File: config.mk
export PLATFORM = sky130hd
export DESIGN_NAME = utf8_source_validator_flat
export DESIGN_NICKNAME = d
export VERILOG_FILES = /design/src/rtl/core/utf8v_pkg.sv /design/src/rtl/core/utf8v_byte_if.sv /design/src/rtl/core/utf8v_result_if.sv /design/src/rtl/core/utf8v_step.sv /design/src/rtl/core/utf8v_out_buf.sv /design/src/rtl/core/utf8_source_validator.sv /design/src/flat_wrapper.sv
export SDC_FILE = /design/constraint.sdc
export NUM_CORES = 1
export LEC_CHECK = 0
export BUFFER_PORTS_ARGS = -buffer_cell sky130_fd_sc_hd__buf_4
export CAP_MARGIN = 40
export CORE_AREA = 2 2 185 187
export DETAILED_ROUTE_END_ITERATION = 10
export DIE_AREA = 0 0 187 189
export PLACE_DENSITY = 0.66
export SYNTH_ARGS = -nofsm -noshare
export SYNTH_HDL_FRONTEND = slang
export SYNTH_SLANG_ARGS = --single-unit
File: constraint.sdc
create_clock -name clk -period 5.5 [get_ports clk]
set_input_delay 0 -clock clk [delete_from_list [all_inputs] [get_ports clk]]
set_output_delay 0 -clock clk [all_outputs]
set_load 0.005 [all_outputs]
File: src/rtl/core/utf8v_pkg.sv
// ----------------------------------------------------------------------------
// utf8v_pkg: shared types and constants of the UTF-8 source validator
// Verdict codes, byte classes, counter limits, state and result records.
// ----------------------------------------------------------------------------
`default_nettype none

package utf8v_pkg;

	localparam int CNT_W = 21;
	localparam int OFS_W = 20;

	localparam logic [CNT_W-1:0] CNT_MAX = {CNT_W{1'b1}};
	localparam logic [OFS_W-1:0] OFS_MAX = {OFS_W{1'b1}};

	// Host-side source length limit; the position counter stops there.
	localparam longint unsigned MAX_SOURCE_BYTES = 1048576;
	localparam logic [CNT_W-1:0] POS_LIMIT =
		(MAX_SOURCE_BYTES > longint'(CNT_MAX)) ? CNT_MAX : CNT_W'(MAX_SOURCE_BYTES);

	// Byte classes
	localparam logic [7:0] BYTE_NUL   = 8'h00;
	localparam logic [7:0] BYTE_LF    = 8'h0a;
	localparam logic [7:0] ASCII_END  = 8'h80;
	localparam logic [7:0] LEAD2_MIN  = 8'hc2;
	localparam logic [7:0] LEAD2_MAX  = 8'hdf;
	localparam logic [7:0] LEAD3_MIN  = 8'he0;
	localparam logic [7:0] LEAD3_MAX  = 8'hef;
	localparam logic [7:0] LEAD4_MIN  = 8'hf0;
	localparam logic [7:0] LEAD4_MAX  = 8'hf4;
	localparam logic [1:0] CONT_TAG   = 2'b10;
	localparam logic [7:0] BOM_BYTE0  = 8'hef;
	localparam logic [7:0] BOM_BYTE1  = 8'hbb;
	localparam logic [7:0] BOM_BYTE2  = 8'hbf;

	// Code point limits
	localparam logic [CNT_W-1:0] CP_MIN3    = 21'h000800;
	localparam logic [CNT_W-1:0] CP_MIN4    = 21'h010000;
	localparam logic [CNT_W-1:0] CP_MAX     = 21'h10ffff;
	localparam logic [CNT_W-1:0] SURR_FIRST = 21'h00d800;
	localparam logic [CNT_W-1:0] SURR_LAST  = 21'h00dfff;

	typedef enum logic [2:0] {
		VERDICT_RUN  = 3'd0,
		VERDICT_DONE = 3'd1,
		VERDICT_BAD  = 3'd2,
		VERDICT_NUL  = 3'd3,
		VERDICT_MARK = 3'd4
	} verdict_t;

	typedef struct packed {
		logic [1:0]       pending;
		logic [2:0]       seq_len;
		logic [CNT_W-1:0] code_point;
		logic [CNT_W-1:0] byte_pos;
		logic [CNT_W-1:0] cur_line;
		logic [CNT_W-1:0] cur_col;
		logic [CNT_W-1:0] start_pos;
		logic [CNT_W-1:0] start_line;
		logic [CNT_W-1:0] start_col;
		logic [1:0]       mark_cnt;
		verdict_t         verdict;
	} state_t;

	localparam state_t STATE_RESET = '{
		pending:    2'd0,
		seq_len:    3'd0,
		code_point: '0,
		byte_pos:   '0,
		cur_line:   CNT_W'(1),
		cur_col:    CNT_W'(1),
		start_pos:  '0,
		start_line: CNT_W'(1),
		start_col:  CNT_W'(1),
		mark_cnt:   2'd0,
		verdict:    VERDICT_RUN
	};

	typedef struct packed {
		verdict_t         verdict;
		logic [OFS_W-1:0] error_offset;
		logic [CNT_W-1:0] error_line;
		logic [CNT_W-1:0] error_column;
		logic             end_of_source;
	} result_t;

endpackage

`default_nettype wire

File: src/rtl/core/utf8v_byte_if.sv
// ----------------------------------------------------------------------------
// utf8v_byte_if: source byte channel
// Valid/ready channel carrying one source byte and its end marker per word.
// ----------------------------------------------------------------------------
`default_nettype none

interface utf8v_byte_if;
	logic       valid;
	logic       ready;
	logic [7:0] data_byte;
	logic       last_byte;

	modport source (output valid, output data_byte, output last_byte, input ready);
	modport sink   (input valid, input data_byte, input last_byte, output ready);
endinterface

`default_nettype wire

File: src/rtl/core/utf8v_result_if.sv
// ----------------------------------------------------------------------------
// utf8v_result_if: validation result channel
// Valid/ready channel carrying one verdict word per source byte.
// ----------------------------------------------------------------------------
`default_nettype none

interface utf8v_result_if;
	logic        valid;
	logic        ready;
	logic [2:0]  verdict;
	logic [19:0] error_offset;
	logic [20:0] error_line;
	logic [20:0] error_column;
	logic        end_of_source;

	modport source (output valid, output verdict, output error_offset, output error_line,
		output error_column, output end_of_source, input ready);
	modport sink   (input valid, input verdict, input error_offset, input error_line,
		input error_column, input end_of_source, output ready);
endinterface

`default_nettype wire

File: src/rtl/core/utf8v_step.sv
// ----------------------------------------------------------------------------
// utf8v_step: one-byte decode step
// Next decoder state and the result word for one source byte.
// ----------------------------------------------------------------------------
`default_nettype none

module utf8v_step (
	input  utf8v_pkg::state_t  state,
	input  logic [7:0]         data_byte,
	input  logic               last_byte,
	output utf8v_pkg::state_t  next_state,
	output utf8v_pkg::result_t result
);

	utf8v_pkg::state_t   n;
	utf8v_pkg::verdict_t err;
	logic [utf8v_pkg::CNT_W-1:0] cp_new;
	logic [utf8v_pkg::CNT_W:0]   col_sum;
	logic [1:0]                  pend_dec;

	always_comb begin
		n        = state;
		err      = utf8v_pkg::VERDICT_RUN;
		cp_new   = {state.code_point[utf8v_pkg::CNT_W-7:0], data_byte[5:0]};
		pend_dec = state.pending - 2'd1;
		col_sum  = {1'b0, state.cur_col} + (utf8v_pkg::CNT_W+1)'(state.seq_len);

		if (state.verdict == utf8v_pkg::VERDICT_RUN) begin
			// byte-order mark tracker
			if (state.byte_pos == '0 && data_byte == utf8v_pkg::BOM_BYTE0) begin
				n.mark_cnt = 2'd1;
			end else if (state.byte_pos == utf8v_pkg::CNT_W'(1) && state.mark_cnt == 2'd1
					&& data_byte == utf8v_pkg::BOM_BYTE1) begin
				n.mark_cnt = 2'd2;
			end else if (state.byte_pos == utf8v_pkg::CNT_W'(2) && state.mark_cnt == 2'd2
					&& data_byte == utf8v_pkg::BOM_BYTE2) begin
				n.mark_cnt = 2'd3;
			end else begin
				n.mark_cnt = 2'd0;
			end

			if (state.pending == 2'd0) begin
				n.start_pos  = state.byte_pos;
				n.start_line = state.cur_line;
				n.start_col  = state.cur_col;
				if (data_byte == utf8v_pkg::BYTE_NUL) begin
					err = utf8v_pkg::VERDICT_NUL;
				end else if (data_byte < utf8v_pkg::ASCII_END) begin
					// single-byte sequence completes at once
					if (data_byte == utf8v_pkg::BYTE_LF) begin
						if (state.cur_line != utf8v_pkg::CNT_MAX) begin
							n.cur_line = state.cur_line + utf8v_pkg::CNT_W'(1);
						end
						n.cur_col = utf8v_pkg::CNT_W'(1);
					end else if (state.cur_col != utf8v_pkg::CNT_MAX) begin
						n.cur_col = state.cur_col + utf8v_pkg::CNT_W'(1);
					end
					n.seq_len    = 3'd0;
					n.code_point = '0;
				end else if (data_byte >= utf8v_pkg::LEAD2_MIN
						&& data_byte <= utf8v_pkg::LEAD2_MAX) begin
					n.seq_len    = 3'd2;
					n.code_point = utf8v_pkg::CNT_W'(data_byte[4:0]);
					n.pending    = 2'd1;
				end else if (data_byte >= utf8v_pkg::LEAD3_MIN
						&& data_byte <= utf8v_pkg::LEAD3_MAX) begin
					n.seq_len    = 3'd3;
					n.code_point = utf8v_pkg::CNT_W'(data_byte[3:0]);
					n.pending    = 2'd2;
				end else if (data_byte >= utf8v_pkg::LEAD4_MIN
						&& data_byte <= utf8v_pkg::LEAD4_MAX) begin
					n.seq_len    = 3'd4;
					n.code_point = utf8v_pkg::CNT_W'(data_byte[2:0]);
					n.pending    = 2'd3;
				end else begin
					err = utf8v_pkg::VERDICT_BAD;
				end
			end else begin
				if (data_byte[7:6] != utf8v_pkg::CONT_TAG) begin
					err = utf8v_pkg::VERDICT_BAD;
				end else begin
					n.code_point = cp_new;
					n.pending    = pend_dec;
					if (pend_dec == 2'd0) begin
						if ((state.seq_len == 3'd3 && cp_new < utf8v_pkg::CP_MIN3)
								|| (state.seq_len == 3'd4 && cp_new < utf8v_pkg::CP_MIN4)
								|| cp_new > utf8v_pkg::CP_MAX
								|| (cp_new >= utf8v_pkg::SURR_FIRST
									&& cp_new <= utf8v_pkg::SURR_LAST)) begin
							err = utf8v_pkg::VERDICT_BAD;
						end else if (n.mark_cnt == 2'd3) begin
							err = utf8v_pkg::VERDICT_MARK;
						end else begin
							// multi-byte sequence: column moves by its length
							n.cur_col = (col_sum > {1'b0, utf8v_pkg::CNT_MAX})
								? utf8v_pkg::CNT_MAX : col_sum[utf8v_pkg::CNT_W-1:0];
							n.seq_len    = 3'd0;
							n.code_point = '0;
						end
					end
				end
			end

			if (state.byte_pos < utf8v_pkg::POS_LIMIT) begin
				n.byte_pos = state.byte_pos + utf8v_pkg::CNT_W'(1);
			end

			// sequence cut short by the end of the source
			if (err == utf8v_pkg::VERDICT_RUN && n.pending != 2'd0 && last_byte) begin
				err = utf8v_pkg::VERDICT_BAD;
			end
			if (err != utf8v_pkg::VERDICT_RUN) begin
				n.verdict = err;
			end
		end
	end

	always_comb begin
		result.end_of_source = last_byte;
		if (n.verdict != utf8v_pkg::VERDICT_RUN) begin
			result.verdict      = n.verdict;
			result.error_offset = (n.start_pos > utf8v_pkg::CNT_W'(utf8v_pkg::OFS_MAX))
				? utf8v_pkg::OFS_MAX : n.start_pos[utf8v_pkg::OFS_W-1:0];
			result.error_line   = n.start_line;
			result.error_column = n.start_col;
		end else begin
			result.verdict      = last_byte ? utf8v_pkg::VERDICT_DONE : utf8v_pkg::VERDICT_RUN;
			result.error_offset = '0;
			result.error_line   = '0;
			result.error_column = '0;
		end
	end

	assign next_state = last_byte ? utf8v_pkg::STATE_RESET : n;

endmodule

`default_nettype wire

File: src/rtl/core/utf8v_out_buf.sv
// ----------------------------------------------------------------------------
// utf8v_out_buf: two-entry result buffer
// Holds finished result words; the input side waits only while both are full.
// ----------------------------------------------------------------------------
`default_nettype none

module utf8v_out_buf (
	input  logic               clk,
	input  logic               arst_n,
	input  logic               push_valid,
	output logic               push_ready,
	input  utf8v_pkg::result_t push_data,
	utf8v_result_if.source     res
);

	utf8v_pkg::result_t entry_q [2];
	logic               wr_ptr_q;
	logic               rd_ptr_q;
	logic [1:0]         count_q;
	logic               push;
	logic               pop;

	assign push_ready = (count_q != 2'd2);
	assign push       = push_valid && push_ready;
	assign pop        = res.valid && res.ready;

	assign res.valid         = (count_q != 2'd0);
	assign res.verdict       = entry_q[rd_ptr_q].verdict;
	assign res.error_offset  = entry_q[rd_ptr_q].error_offset;
	assign res.error_line    = entry_q[rd_ptr_q].error_line;
	assign res.error_column  = entry_q[rd_ptr_q].error_column;
	assign res.end_of_source = entry_q[rd_ptr_q].end_of_source;

	always_ff @(posedge clk or negedge arst_n) begin
		if (!arst_n) begin
			wr_ptr_q <= 1'b0;
			rd_ptr_q <= 1'b0;
			count_q  <= 2'd0;
		end else begin
			if (push) begin
				wr_ptr_q <= ~wr_ptr_q;
			end
			if (pop) begin
				rd_ptr_q <= ~rd_ptr_q;
			end
			if (push && !pop) begin
				count_q <= count_q + 2'd1;
			end else if (pop && !push) begin
				count_q <= count_q - 2'd1;
			end
		end
	end

	always_ff @(posedge clk) begin
		if (push) begin
			entry_q[wr_ptr_q] <= push_data;
		end
	end

endmodule

`default_nettype wire

File: src/rtl/core/utf8_source_validator.sv
// ----------------------------------------------------------------------------
// utf8_source_validator: strict UTF-8 check of a source text
// Byte-serial validator with offset, line and byte-column tracking and a
// latched first error (invalid UTF-8, NUL at a sequence start, leading BOM).
// ----------------------------------------------------------------------------
//
//  channel | dir | fields                                          | handshake
//  --------+-----+-------------------------------------------------+----------
//  src     | in  | data_byte[7:0], last_byte                       | valid/ready
//  res     | out | verdict[2:0], error_offset[19:0], error_line,   | valid/ready
//          |     | error_column[20:0], end_of_source               |
//
//  One word in, one word out. A source byte is decoded in the cycle it is
//  accepted; its result word is registered and waits behind older words.
//  Sustained rate: one word per cycle while res takes words, set by the single
//  decode step between the state registers and the two-entry result buffer.
//  src.ready drops only while both buffer entries hold untaken words.
//  Reset (arst_n low) returns all counters and the latched verdict to start;
//  the final byte of a source does the same at its acceptance.
// ----------------------------------------------------------------------------
`default_nettype none

module utf8_source_validator (
	input  logic           clk,
	input  logic           arst_n,
	utf8v_byte_if.sink     src,
	utf8v_result_if.source res
);

	// decoder state: counters, partial code point, BOM tracker, latched verdict
	utf8v_pkg::state_t  state_q;
	utf8v_pkg::state_t  state_next;
	utf8v_pkg::result_t step_result;
	logic               buf_ready;
	logic               accept;

	assign src.ready = buf_ready;
	assign accept    = src.valid && buf_ready;

	// combinational decode of the current byte against the stored state
	utf8v_step u_step (
		.state      (state_q),
		.data_byte  (src.data_byte),
		.last_byte  (src.last_byte),
		.next_state (state_next),
		.result     (step_result)
	);

	// state advances only on an accepted word; the step logic already folds
	// in the end-of-source return to reset
	always_ff @(posedge clk or negedge arst_n) begin
		if (!arst_n) begin
			state_q <= utf8v_pkg::STATE_RESET;
		end else if (accept) begin
			state_q <= state_next;
		end
	end

	// result words queue here; decouples the output stall from src.ready
	utf8v_out_buf u_out_buf (
		.clk        (clk),
		.arst_n     (arst_n),
		.push_valid (src.valid),
		.push_ready (buf_ready),
		.push_data  (step_result),
		.res        (res)
	);

endmodule

`default_nettype wire

File: src/flat_wrapper.sv
// flat-port wrapper written by rule: the top's interface ports become plain ports
module utf8_source_validator_flat 
  (clk, arst_n, src_valid, src_data_byte, src_last_byte, src_ready, res_valid, res_verdict, res_error_offset, res_error_line, res_error_column, res_end_of_source, res_ready);
  utf8v_byte_if src_i ();
  utf8v_result_if res_i ();
  input  logic clk;
  input  logic arst_n;
  input wire logic [$bits(src_i.valid)-1:0] src_valid;
  input wire logic [$bits(src_i.data_byte)-1:0] src_data_byte;
  input wire logic [$bits(src_i.last_byte)-1:0] src_last_byte;
  output wire logic [$bits(src_i.ready)-1:0] src_ready;
  output wire logic [$bits(res_i.valid)-1:0] res_valid;
  output wire logic [$bits(res_i.verdict)-1:0] res_verdict;
  output wire logic [$bits(res_i.error_offset)-1:0] res_error_offset;
  output wire logic [$bits(res_i.error_line)-1:0] res_error_line;
  output wire logic [$bits(res_i.error_column)-1:0] res_error_column;
  output wire logic [$bits(res_i.end_of_source)-1:0] res_end_of_source;
  input wire logic [$bits(res_i.ready)-1:0] res_ready;
  assign src_i.valid = src_valid;
  assign src_i.data_byte = src_data_byte;
  assign src_i.last_byte = src_last_byte;
  assign src_ready = src_i.ready;
  assign res_valid = res_i.valid;
  assign res_verdict = res_i.verdict;
  assign res_error_offset = res_i.error_offset;
  assign res_error_line = res_i.error_line;
  assign res_error_column = res_i.error_column;
  assign res_end_of_source = res_i.end_of_source;
  assign res_i.ready = res_ready;
  utf8_source_validator u_core (.clk(clk), .arst_n(arst_n), .src(src_i), .res(res_i));
endmodule
==> reports/results.ini, run 1 <==
[outcome]
outcome=complete, no violations

[die]
die_w_um=187
die_h_um=189
num_rows=67
core_area_um2=33300
die_area_um2=35300
ios=81
initial_core_util=0.444

[sta]
clock_skew_ps=14.3
min_period_ps=4010
slew_headroom=0.380
finalHoldViolCount=0
hold_slack_ps=12.2
timing.final.crit_share=0.730
drv_slew=0
tightest_slew_ps=931
setup_viol=0
rsz0062_at_grt=false
finalSetupTns_ps=0
fmaxAchievable_mhz=249

[detailed_routing]
antenna_left=0
drtPass1Iterations=5
drt-vias-per-instance=5.88
wl_um=36500
drt_iter0_markers=896
drc=0
num_vias=11200
post_drt_wl_per_cell_um=19.1

[logic_synthesis]
async_flop_share=0.540
ys_types=82
syn_area_per_cell_um2=10.6
synth_cells=1400
synth_edf_count=132
ys_seq_elements=287
syn_nets=1426
ys_seq_area_frac=0.531
ys.flop_type=dfrtp_1
yosys_warnings=0
synthesis.area_um2=14800

[placement]
hpwl_um=22800
gp_congestion=0.905
portBuffers=80

[global_routing]
top_usage_layer=met2
antenna_found_initial=0
grtUsageMet2=0.347
met1_usage=0.281
grt_pass1_vias=11200
met3_usage=0.0248
track_usage=0.205
grt_pass1_wl_um=59800
grt_overflow_total=0
grt_max_degree=89

[clock_network]
cts_tree=yes
cts_num_sinks=287
postCtsSetupRepairBufs=0
h-tree-depth=1
numCtsBuffers=31
insertion_delay_ps=560
ctsResizeCount=0
clock-root-buffer=clkbuf_16
path_clk_slew_ps=60
cts_buffer_depth=3

[power_and_ir_drop]
p_leak_uw=0.00650
power-per-cell-area_nw_per_um2=485
max-vdd-ir-drop_uv=326

[layout]
antenna_cells=0
area_growth_pct=14.3
drive_gt1_frac=0.181
fill_cells=2955
num-nets-final=1463

[worst_setup_path]
cp-start-kind=flip-flop
critPathArrivalTime_ps=4260
crit_type=flip-flop to flip-flop
worstPathRequired_ps=5750
cp-end-kind=flip-flop
crit_fanout=62

[job]
maxCapViolations=0

[min_path]
hold_class=input pin to async pin

==> synthesized netlist by cell type, types with 17 or more instances <==
cell / number / area share
dfrtp_1: 151 / 0.26
nand2_1: 138 / 0.035
edfxtp_1: 132 / 0.27
a21oi_1: 116 / 0.039
o21ai_0: 115 / 0.039
nor2_1: 86 / 0.022
clkbuf_1: 76 / 0.019
mux2_2: 73 / 0.056
a22oi_1: 41 / 0.021
mux2i_1: 39 / 0.026
nor3_1: 39 / 0.013
nand3_1: 35 / 0.012
xnor2_1: 27 / 0.016
nand4_1: 25 / 0.011
a211oi_1: 22 / 0.011
nor2b_1: 22 / 0.0093
buf_2: 17 / 0.0058
==> cell type report <==
cell class / count / area, um^2 / share of cell area
sequential: 287 / 7850 / 0.465
tap: 448 / 561 / 0.0332
clock buffer: 40 / 850 / 0.0503
timing repair buffer: 114 / 932 / 0.0552
multi-input combinational: 987 / 6410 / 0.380
clock inverter: 18 / 218 / 0.0129
inverter: 16 / 60.1 / 0.00356
==> per-layer routing <==
metal,up-vias,wire [um]
met5,-,0
met4,0,730
met3,50,1570
met2,285,17500
met1,5598,16800
li1,5290,-
==> critical path: stages, from the launching register on <==
cell       delay, ps
dfrtp_1          430
inv_1            130
ha_1             460
buf_4            440
inv_1            330
a2111oi_0        420
a211oi_1         140
a21o_1           260
a211oi_4         240
buf_4            620
a21oi_1          210
==> repair_timing <==
item / CTS / global route
endpoints found under the setup margin: 0 / 0
endpoints found under the hold margin: 131 / 0
hold buffers: 13 / 0
==> report_power, final <==
group          switching, uW  internal (uW)  leakage, uW
Combinational           1800           1140      0.00258
Clock                    882           1280     0.000523
Sequential               322           2770      0.00340
==> registers in the layout, summed over array words and instances, names as in the netlist <==
signal,cells
u_core.u_out_buf.entry_q,132
u_core.u_out_buf.wr_ptr_q,1
u_core.u_out_buf.count_q,2
u_core.state_q,151
u_core.u_out_buf.rd_ptr_q,1
==> final timing paths <==
| kind | slack, ps | startpoint | end | cells past startpoint |
|---|---|---|---|---|
| max in group asynchronous | 4400 | arst_n | u_core.state_q[89] | 5 |
| worst max register to register | 1490 | u_core.state_q[156] | u_core.u_out_buf.entry_q[1][58] | 10 |
| min in group clk | 70 | src_last_byte | u_core.u_out_buf.entry_q[1][0] | 1 |
| worst min register to register | 470 | u_core.state_q[53] | u_core.state_q[53] | 2 |
| worst min-delay path | 10 | arst_n | u_core.state_q[131] | 3 |
| worst max-delay path | 1490 | u_core.state_q[156] | u_core.u_out_buf.entry_q[1][58] | 10 |
==> cell usage in the layout (no fill, tap or decap), drive strengths merged, types with 6 or more instances in the layout <==
| cell | Yosys | layout |
|---|---|---|
| nand4 | 25 | 25 |
| a211oi | 23 | 23 |
| nand2 | 138 | 138 |
| nor4 | 13 | 13 |
| o31ai | 11 | 11 |
| or2 | 6 | 6 |
| dlygate4sd3 | 0 | 13 |
| o211ai | 8 | 8 |
| edfxtp | 132 | 132 |
| a31oi | 7 | 7 |
| buf | 32 | 101 |
| dfrtp | 151 | 151 |
| ha | 12 | 12 |
| xnor2 | 27 | 27 |
| o22ai | 7 | 7 |
| nor2b | 22 | 22 |
| clkbuf | 78 | 40 |
| nor2 | 87 | 87 |
| nor3 | 41 | 41 |
| a22o | 16 | 16 |
| or3 | 9 | 9 |
| a21oi | 116 | 116 |
| mux2i | 39 | 39 |
| inv | 14 | 18 |
| o21ai | 116 | 116 |
| nor3b | 6 | 6 |
| clkinv | 2 | 11 |
| xor2 | 13 | 13 |
| mux2 | 74 | 74 |
| nand3 | 35 | 35 |
| a22oi | 41 | 41 |
| nand2b | 7 | 7 |
| a2bb2oi | 12 | 12 |
| and3 | 13 | 13 |
==> through the flow <==
step,cells,total power (uW),setup slack [ps],util,cell area (um^2)
3_5_place_dp,1839,6050,1500,0.471,15700
3_3_place_gp,1835,5980,1650,0.469,15600
4_1_cts,1910,8240,1480,0.507,16900
6_report,1910,8190,1490,0.507,16900
2_1_floorplan,1400,5050,1180,-,14800
5_1_grt,1910,8640,1090,0.507,16900
==> cells by family (layout without fill, tap and decap cells) <==
group,count (synthesis),count (layout),share of synthesized area
and+or+nand+nor,424,424,0.143
AOI/OAI and AO/OA,397,397,0.170
DFF,287,287,0.531
buffers and inverters,126,188,0.0374
muxes,113,113,0.0831
xor gates and xnor gates,40,40,0.0237
adders and majority gates,13,13,0.0115
(Power assumes the default switching activity.)
==> inputs of run 2 (changes only) <==
--- a/config.mk
+++ b/config.mk
@@ -10,7 +10,7 @@
 export CORE_AREA = 2 2 185 187
 export DETAILED_ROUTE_END_ITERATION = 10
 export DIE_AREA = 0 0 187 189
-export PLACE_DENSITY = 0.66
+export PLACE_DENSITY = 0.68
 export SYNTH_ARGS = -nofsm -noshare
 export SYNTH_HDL_FRONTEND = slang
 export SYNTH_SLANG_ARGS = --single-unit
==> constraint.sdc (replaced) <==
create_clock -name clk -period 3.6 [get_ports clk]
set_input_delay 0 -clock clk [delete_from_list [all_inputs] [get_ports clk]]
set_output_delay 0 -clock clk [all_outputs]
set_load 0.005 [all_outputs]
==> reports/results.ini, run 2 (synthesis results as in run 1) <==
[worst_setup_path]
rrSetupSlack_ps=530
worstPathRequired_ps=3980
cp-start-kind=flip-flop
crit_type=flip-flop to flip-flop
crit_fanout=82
cp-end-kind=flip-flop
critPathArrivalTime_ps=3450

[clock_network]
postCtsSetupRepairBufs=0
h-tree-depth=1
ctsResizeCount=0
cts_tree=yes
numCtsBuffers=30
cts_hold_buffers=13
insertion_delay_ps=550
cts_num_sinks=287
clock-root-buffer=clkbuf_16
path_clk_slew_ps=60
cts_buffer_depth=3

[global_routing]
grt_pass1_vias=11200
grt_pass1_wl_um=59900
grt_max_degree=97
antenna_found_initial=0
track_usage=0.206
grt_overflow_total=0

[detailed_routing]
wl_um=36400
num_vias=11300
drt_iter0_markers=944
post_drt_wl_per_cell_um=18.9
drtPass1Iterations=5
drc=0
antenna_left=0
drt-vias-per-instance=5.85

[die]
die_h_um=189
die_w_um=187
die_area_um2=35300
core_area_um2=33300
initial_core_util=0.444
num_rows=67
ios=81

[layout]
mostFrequentLayoutCell=dfrtp_1
num-nets-final=1476
top_regs=u_core.state_q (151), u_core.u_out_buf.entry_q (132), u_core.u_out_buf.count_q (2)
largest_reg_flops=151
stdcell_area_um2=16900
drive_gt1_frac=0.185
final_cell_mix=dfrtp_1, nand2_1, edfxtp_1, a21oi_1, o21ai_0
largest-register=u_core.state_q
antenna_cells=0
fin_util=0.508
area_growth_pct=14.4

[sta]
fmaxAchievable_mhz=325
timing.final.crit_share=0.854
finalHoldViolCount=1
slew_headroom=0.406
setup_viol=0
clock_skew_ps=21.0
tightest_slew_ps=891
min_period_ps=3070
rsz0062_at_grt=false
finalSetupTns_ps=0
hold_slack_ps=-0.834
drv_slew=0
layout_setup_ws_ps=525

[outcome]
violations=negative hold slack
outcome=complete, but fails checks

[placement]
dpl_cell_area_um2=15800
hpwl_um=23400
portBuffers=80
gp_congestion=0.930
place_ws_ps=550

[min_path]
hold_class=input pin to async pin

[power_and_ir_drop]
combPwrFrac=0.374
p_switching_uw=4510
switching_share=0.367
max-vdd-ir-drop_uv=543
power-per-cell-area_nw_per_um2=728
p_total_uw=12300
seq_power_share=0.383
clkPwrFrac=0.242
p_leak_uw=0.00651
power.internal_uw=7790

[job]
maxCapViolations=0

run 2: cell types whose count changed in the layout (fill, tap and decap cells not counted), sizes merged:
| cell | change |
|---|---|
| buf | +14 |
| clkinvlp | +4 |
| inv | -4 |
| bufinv | -3 |
| clkbuf | +1 |
run 2: stage by stage:
step                hold WS [ps]  cells
floorplan                   -296   1400
global placement            28.3   1853
detailed placement          33.8   1853
CTS                         7.30   1922
global route                65.5   1922
finish                    -0.834   1922
run 2: layer usage:
metal | wire (um) | share of wire | GRT usage | vias up
met1 | 16400 | 0.45 | 0.278 | 5606
met4 | 722 | 0.020 | 0.0546 | 0
met5 | 0 | 0 | 0 | -
li1 | - | - | - | 5318
met2 | 17700 | 0.49 | 0.351 | 275
met3 | 1540 | 0.042 | 0.0272 | 54
run 2: final timing paths:
check,startpoint,end,depth (start not counted)
max in group asynchronous,arst_n,u_core.state_q[89],3
worst min register to register,u_core.state_q[54],u_core.state_q[54],2
min in group clk,res_ready,u_core.u_out_buf.rd_ptr_q,4
worst min-delay path,arst_n,u_core.state_q[131],2
worst max register to register,u_core.state_q[156],u_core.u_out_buf.entry_q[1][44],8
worst max-delay path,u_core.state_q[156],u_core.u_out_buf.entry_q[1][44],8
run 2: area by class of cell:
| cell class | instances | area [um^2] |
|---|---|---|
| repair buffers | 128 | 1060 |
| multi-input cells | 987 | 6410 |
| well taps | 448 | 561 |
| clock inverters | 15 | 108 |
| clock buffers | 41 | 843 |
| fillers | 2942 | 16400 |
| flip-flops and latches | 287 | 7850 |
| inverters | 16 | 60.1 |
run 2: critical path, cell delays in order, from the launching register on:
cell and delay, ps:
dfrtp_1 430, inv_1 120, ha_1 380, nor4b_2 410, buf_12 440, nand2_1 110, nand2_1 630, a211oi_1 120
a21oi_1 230
run 2: power by group through the flow:
stage / sequential, uW / clock (uW) / combinational [uW]
after floorplan: 4510 / 0 / 3200
after global placement: 4730 / 0 / 4560
after detailed placement: 4770 / 0 / 4610
after CTS: 4710 / 3050 / 4650
after global routing: 4790 / 3180 / 5030
final: 4710 / 2980 / 4600
